`src/rtl/clm_pkg.sv`:
```
// Package with shared constants and types for the lock manager.
package clm_pkg;

    localparam int NUM_LOCKS_DEF   = 64;
    localparam int NUM_CLIENTS_DEF = 8;
    localparam int QUEUE_DEPTH_DEF = 8;

    localparam int XID_W    = 32;
    localparam int STATUS_W = 2;
    localparam int KIND_W   = 2;

    localparam logic [STATUS_W-1:0] ST_OK      = 2'd0;
    localparam logic [STATUS_W-1:0] ST_RETRY   = 2'd1;
    localparam logic [STATUS_W-1:0] ST_NOENTRY = 2'd2;

    localparam logic [KIND_W-1:0] MSG_NONE   = 2'd0;
    localparam logic [KIND_W-1:0] MSG_REVOKE = 2'd1;
    localparam logic [KIND_W-1:0] MSG_RETRY  = 2'd2;

    localparam logic CMD_ACQUIRE = 1'b0;
    localparam logic CMD_RELEASE = 1'b1;

    // One result word as it travels from the engine to the output register.
    typedef struct packed {
        logic [STATUS_W-1:0] status;
        logic [KIND_W-1:0]   message_kind;
        logic [5:0]          message_client;
        logic [XID_W-1:0]    message_xid;
        logic                waiters_overflow;
    } result_t;

endpackage

```
`src/rtl/clm_outreg.sv`:
```
// Output register that holds one result word until it is taken.
module clm_outreg
    import clm_pkg::*;
(
    input  logic    clk,
    input  logic    rst_n,
    input  logic    load,
    input  result_t data,
    output logic    busy,
    input  logic    out_ready,
    output logic    out_valid,
    output result_t out_data
);

    logic    valid_reg;
    result_t data_reg;

    // Hold the word until the consumer takes it.
    always_ff @(posedge clk or negedge rst_n)
    begin
        if (!rst_n)
        begin
            valid_reg <= 1'b0;
        end
        else if (load)
        begin
            valid_reg <= 1'b1;
        end
        else if (out_ready)
        begin
            valid_reg <= 1'b0;
        end
    end

    always_ff @(posedge clk)
    begin
        if (load)
        begin
            data_reg <= data;
        end
    end

    assign busy      = valid_reg;
    assign out_valid = valid_reg;
    assign out_data  = data_reg;

endmodule

```
`config.mk`:
```
export PLATFORM = sky130hd
export DESIGN_NAME = clm_outreg
export DESIGN_NICKNAME = d
export VERILOG_FILES = /design/src/rtl/clm_pkg.sv /design/src/rtl/clm_outreg.sv
export SDC_FILE = /design/constraint.sdc
export NUM_CORES = 1
export LEC_CHECK = 0
export BUFFER_PORTS_ARGS = -buffer_cell sky130_fd_sc_hd__clkbuf_2
export CORE_AREA = 2 2 61 63
export DETAILED_ROUTE_END_ITERATION = 12
export DIE_AREA = 0 0 63 65
export PLACE_DENSITY = 0.83
export SLEW_MARGIN = 30
export SYNTH_ARGS = -nofsm -noshare
export SYNTH_HDL_FRONTEND = slang
export SYNTH_SLANG_ARGS = --single-unit
```
`constraint.sdc`:
```
create_clock -name clk -period 1.01 [get_ports clk]
set_clock_uncertainty 0.15 [all_clocks]
set_input_delay 0.1515 -clock clk [delete_from_list [all_inputs] [get_ports clk]]
set_output_delay 0.1515 -clock clk [all_outputs]
set_load 0.05 [all_outputs]
```
Word level (Yosys, flattened, before mapping)
Index checks and enable logic that the tools add are counted.
Storage, ports and cells
  register bits after elaboration: 44
  bits of input ports: 47
  output and inout port bits: 45
  word-level logic and storage cells: 9
Cells by class
  muxes and demuxes: 2
  reductions and logical operators: 1
Operators by type and width (number)
  1-bit 2-to-1 mux: 2
  2-bit nonzero test: 1

Logic depth before layout (Yosys ltp)
Gate-level depths: netlist (run 1).
  depth after elaboration: 2
  mapped depth: 2
  gate-level depth less buffers: 2

Least setup slack after synthesis (run 1)
No wires, ideal clock.
  path kind: reg-to-output
  start point: register valid_reg (netlist: busy)
  end point: output out_valid
  data arrival time: 0.904 ns
  required time: 0.709 ns
  setup slack: -0.195 ns
  cell stages (with the launch flop): 2
  path buffers: 1
  cells stage by stage: dfrtp_1 buf_4
RTL lines
  start: declaration: line clm_outreg.sv:15  | logic valid_reg;
  start signal: assignment: line clm_outreg.sv:23  | valid_reg <= 1'b0;
  start signal: assignment: line clm_outreg.sv:27  | valid_reg <= 1'b1;
  start signal: assignment: line clm_outreg.sv:31  | valid_reg <= 1'b0;
  end: declaration: line clm_outreg.sv:11  | output logic out_valid,
No word-level cell between the ends.

Worst setup path after layout (run 1)
  start point: register valid_reg (netlist: busy)
  end point: output out_valid
No word-level cell between the ends.

==> out/metrics.csv, run 1 <==
metric;value;unit
outcome;finished with violations;
violations;setup timing;
yosysMostFrequentCell;edfxtp_1;
clk_pin_slew;0.12;ns
sw_frac_of_total;0.298;
fp.dieW;63;um
antenna_found_initial;0;
period_share;1.26;
htree_levels;2;
die_h;65;um
grt_overflow;0;
setup-violations-final;45;
fin_crit;1.27;ns
max-cap-violations;0;
cts_tree;done;
yosysTopAreaCellShare;0.967;
viasPerCell;4.22;
syn_area_per_cell;28.4;sq um
crit_required;0.71;ns
tightest_slew;0.142;ns
cts_buffers;5;
synth_edf_count;43;
gp_congestion;0.682;
crit_path_start_kind;flip-flop;
crit_family;flip-flops;
max_stage_delay;0.46;ns
worst-path-buf-inv;1;
relSlewSlack;0.906;
grt_pass1_wl;5320;um
min_path_type;in -> reg;
endpoint_kind;output port;
power_frac_comb;0.278;
stdcell_count;241;
design.core.area;3500;sq um
drv_slew;0;
hold_ws;0.117;ns
routed_wl;3530;um
grtUsageTotal;0.182;
cp_slowest_cell;dfrtp_2;
start_util;0.382;
power.net_switching;1250;uW
synthFlopType;edfxtp_1;
fp-row-count;22;
rsz0062_at_grt;yes;
power_density;1500;nW/um^2
p_leak;0.00120;uW
synth_fp_nets;94;
via_count;1017;
ant_nets;0;
synth_area;1340;sq um
ios;92;
yosys_register_bits;44;
fmax;785;MHz
vdd_drop_max;0.960;mV
crit_chain;buf_8;
place_inst;187;
yosysSeqAreaShare;0.986;
synth_area_leader_cell;edfxtp_1;
drt-initial-drc-count;36;
drive_above_1_share;0.513;
p_int;2950;uW
final.setup.worst_slack;-0.265;ns
crit_fanout;3;
synth_area_leaders;edfxtp_1 (97%), dfrtp_1 (1.9%), a21o_1 (0.56%);
io_buffers;91;
clock_sinks;44;
pwr-share-clk;0.190;
cts-root-buf;clkbuf_4;
synthTopCellsByCount;edfxtp_1 (43), a21o_1 (1), buf_4 (1), dfrtp_1 (1), inv_1 (1);
yosysUniqueCellTypes;5;
cts.path.max_buffers;2;
arrival;0.97;ns
fp.dieArea;4100;sq um
power;4190;uW
grt_pass1_vias;1131;
first_pass_iters;4;
postLayoutCoreUtil;0.802;
insertion_delay;0.35;ns
hold_viol;0;
seq_power_share;0.533;
wire_per_inst;14.6;um
async_reset_ff_frac;0.0227;
route.detailed.drc;0;
area_growth;110;%
setup.worst_path.class;reg -> out;
netlist_instances;47;
nets;239;
grt_max_degree;26;
yosys_warnings;0;
diodes;0;
layout make-up:
cell class                 instances  area [sq um]
tap                               48          60.1
sequential                        44          1320
clock inverter                     1          3.75
clock buffer                       7          45.0
timing repair buffer             139          1370
inverter                           1          3.75
fill                             204           693
multi-input combinational          1          7.51
cell families (layout without fill, tap and decap cells):
group,Yosys count,in the layout,synth area share
compound gates,1,1,0.00563
buf+inv,2,148,0.00843
flops,44,44,0.986
path summary, 6_finish.rpt:
check	startpoint	to	slack [ns]	depth (start not counted)
worst max register to register	busy	busy	0.13	1
worst max-delay path	busy	out_valid	-0.26	1
worst min register to register	busy	busy	0.42	1
max in group asynchronous	rst_n	busy	0.14	3
min in group asynchronous	rst_n	busy	0.46	3
worst min-delay path	load	out_data[19]	0.12	2
metrics by stage:
| step | setup TNS (ns) | area (sq um) | setup WS (ns) |
|---|---|---|---|
| 6_report | -10.29 | 2800 | -0.265 |
| 5_1_grt | -12.33 | 2800 | -0.300 |
| 4_1_cts | -10.65 | 2790 | -0.269 |
| 3_5_place_dp | 0 | 1880 | 0.0538 |
| 3_3_place_gp | 0 | 1880 | 0.0777 |
| 2_1_floorplan | 0 | 1340 | 0.00242 |
layer usage:
layer / up-vias / GRT usage / share of wire
met2: 58 / 0.362 / 0.58
li1: 473 / - / -
met4: 0 / 0.0917 / 0.020
met3: 9 / 0.0764 / 0.077
met5: - / 0 / 0
met1: 477 / 0.147 / 0.32
registers in the layout (all words and copies together) (netlist names):
register / count
busy: 1
out_data: 43
placed cells by master (no fill, tap or decap):
| cell | instances |
|---|---|
| buf_12 | 2 |
| clkbuf_2 | 46 |
| dfrtp_2 | 1 |
| buf_8 | 12 |
| clkbuf_1 | 2 |
| clkbuf_4 | 5 |
| clkinv_1 | 1 |
| edfxtp_1 | 43 |
| a21o_1 | 1 |
| inv_1 | 1 |
| dlygate4sd3_1 | 46 |
| clkbuf_8 | 33 |
timing repair:
| action | in CTS | in global routing |
|---|---|---|
| endpoints found under the setup margin | 45 | 45 |
| endpoints found under the hold margin | 45 | 0 |
| buffers inserted | 0 | 0 |
| hold buffers | 46 | 0 |
| gates resized for setup | 90 | 12 |
power groups by stage:
stage          Sequential (uW)  Clock (uW)  Combinational, uW
2_1_floorplan             2750           0               20.5
3_3_place_gp              2230           0                778
3_5_place_dp              2240           0                785
4_1_cts                   2220         806               1140
5_1_grt                   2250         889               1200
6_report                  2230         795               1160
Note: power is estimated with default switching activity, not from simulation.
==> inputs of run 2 (changes only) <==
--- a/config.mk
+++ b/config.mk
@@ -10,6 +10,7 @@
 export DETAILED_ROUTE_END_ITERATION = 12
 export DIE_AREA = 0 0 63 65
 export PLACE_DENSITY = 0.83
+export SKIP_LAST_GASP = 1
 export SLEW_MARGIN = 30
 export SYNTH_ARGS = -nofsm -noshare
 export SYNTH_HDL_FRONTEND = slang
==> constraint.sdc (replaced) <==
create_clock -name clk -period 1.4 [get_ports clk]
set_clock_uncertainty 0.15 [all_clocks]
set_input_delay 0.35 -clock clk [delete_from_list [all_inputs] [get_ports clk]]
set_output_delay 0.35 -clock clk [all_outputs]
set_load 0.05 [all_outputs]
==> run 2 against run 1 <==
Effect of this change:
- the flow still finishes with violations (setup timing)
- total power decreased by 25%
- register-to-register slack improved by 0.40 ns
- count of clock-buffer cells in the layout decreased by 1
- worst hold slack got worse by 0.095 ns
- wire length decreased by 14%
- non-clock buffer count decreased by 22
- global-route usage decreased by 3.7 points
- critical path depth unchanged
- sequential power decreased by 28%
- largest cell class is now sequential cells
- largest power group unchanged
==> out/metrics.csv, run 2 (synthesized netlist as in run 1, its figures left out) <==
metric;value;unit
layout_commonest_cell;clkbuf_2;
final_cell_area;2620;sq um
cts-root-buf;clkbuf_4;
start_util;0.382;
vdd_drop_max;1.01;mV
crit_fanout;3;
tightest_slew;0.179;ns
die_h;65;um
insertion_delay;0.34;ns
cts_setup_buffers;0;
p_leak;0.00113;uW
crit_path_start_kind;flip-flop;
grt_overflow;0;
htree_levels;2;
antenna_found_initial;0;
arrival;0.97;ns
drv_slew;0;
drt-initial-drc-count;40;
drive_above_1_share;0.596;
nets;217;
wire_per_inst;13.8;um
p_int;2270;uW
fmax;681;MHz
postLayoutCoreUtil;0.748;
max_stage_delay;0.44;ns
ant_nets;0;
cts.path.max_buffers;2;
setup-violations-final;45;
clock_sinks;44;
largest_reg_flops;43;
crit_chain;clkbuf_8;
io_buffers;91;
cts_tree;done;
diodes;0;
placed_area;1900;sq um
hold_viol;0;
design.core.area;3500;sq um
via_count;914;
power_frac_comb;0.251;
hpwlAfterDp;2090;um
rsz0062_at_grt;yes;
grt_pass1_vias;915;
crit_family;flip-flops;
relSlewSlack;0.881;
final.setup.worst_slack;-0.0690;ns
min_path_type;in -> reg;
fp-row-count;22;
viasPerCell;4.17;
grtUsageTotal;0.145;
clk_pin_slew;0.12;ns
gp_congestion;0.679;
sw_frac_of_total;0.279;
pwr-share-clk;0.238;
period_share;1.05;
fp.dieArea;4100;sq um
first_pass_iters;3;
outcome;finished with violations;
max-cap-violations;0;
grt_pass1_wl;4240;um
setup.worst_path.class;reg -> out;
route.detailed.drc;0;
grt_max_degree;18;
power.net_switching;878;uW
routed_wl;3030;um
final_cell_mix;clkbuf_2 (46), edfxtp_1 (43), clkbuf_8 (36);
cp_slowest_cell;dfrtp_2;
seq_power_share;0.511;
area_growth;96.0;%
power_density;1200;nW/um^2
fp.dieW;63;um
violations;setup timing;
worst-path-buf-inv;1;
ios;92;
hold_ws;0.0214;ns
stdcell_count;219;
fin_crit;1.47;ns
crit_required;0.90;ns
endpoint_kind;output port;
place_inst;188;
cts_buffers;5;
power;3150;uW
[run 2: changes by cell type in the layout (fill, tap and decap cells not counted), sizes merged]
cell         previous run  this run
dlygate4sd3            46        23
buf                    14        12
clkbuf                 86        88
bufinv                  0         1
[run 2: stage by stage]
stage	setup WS [ns]	setup TNS, ns
6_report	-0.0690	-1.27
5_1_grt	-0.116	-3.79
4_1_cts	-0.0922	-2.47
3_5_place_dp	0.230	0
3_3_place_gp	0.248	0
2_1_floorplan	0.145	0
[run 2: cell type report]
type	count	area, sq um
clock buffers	6	41.3
clock inverters	2	35.0
fillers	219	880
inverters	1	3.75
multi-input cells	1	7.51
flip-flops and latches	44	1320
well taps	48	60.1
repair buffers	117	1150
[run 2: worst paths after layout]
kind	cells after the start	slack (ns)	end	startpoint
min in group asynchronous	2	0.17	busy	rst_n
hold reg to reg	1	0.40	busy	busy
hold / removal	1	0.02	out_data[33]	data[33]
max in group asynchronous	2	0.84	busy	rst_n
setup / recovery	1	-0.07	out_valid	busy
setup reg to reg	1	0.53	busy	busy
[run 2: timing repair]
action                                  in CTS  in global routing
gates resized for setup                     90                  9
hold buffers                                 5                 18
endpoints found under the setup margin      45                 45
cloned                                       0                  0
hold endpoints to repair                     5                 18
[run 2: metal layers]
| layer | track usage | vias up | wire, um |
|---|---|---|---|
| met4 | 0.0500 | 0 | 10 |
| met3 | 0.0712 | 2 | 280 |
| li1 | - | 430 | - |
| met2 | 0.263 | 59 | 1700 |
| met1 | 0.143 | 423 | 1030 |
| met5 | 0 | - | 0 |
[run 2: power groups by stage]
stage	Clock [uW]	Sequential, uW	Combinational [uW]
3_3_place_gp	0	1610	568
4_1_cts	777	1610	740
5_1_grt	832	1620	814
6_report	747	1610	789
2_1_floorplan	0	1980	12.1
3_5_place_dp	0	1620	574
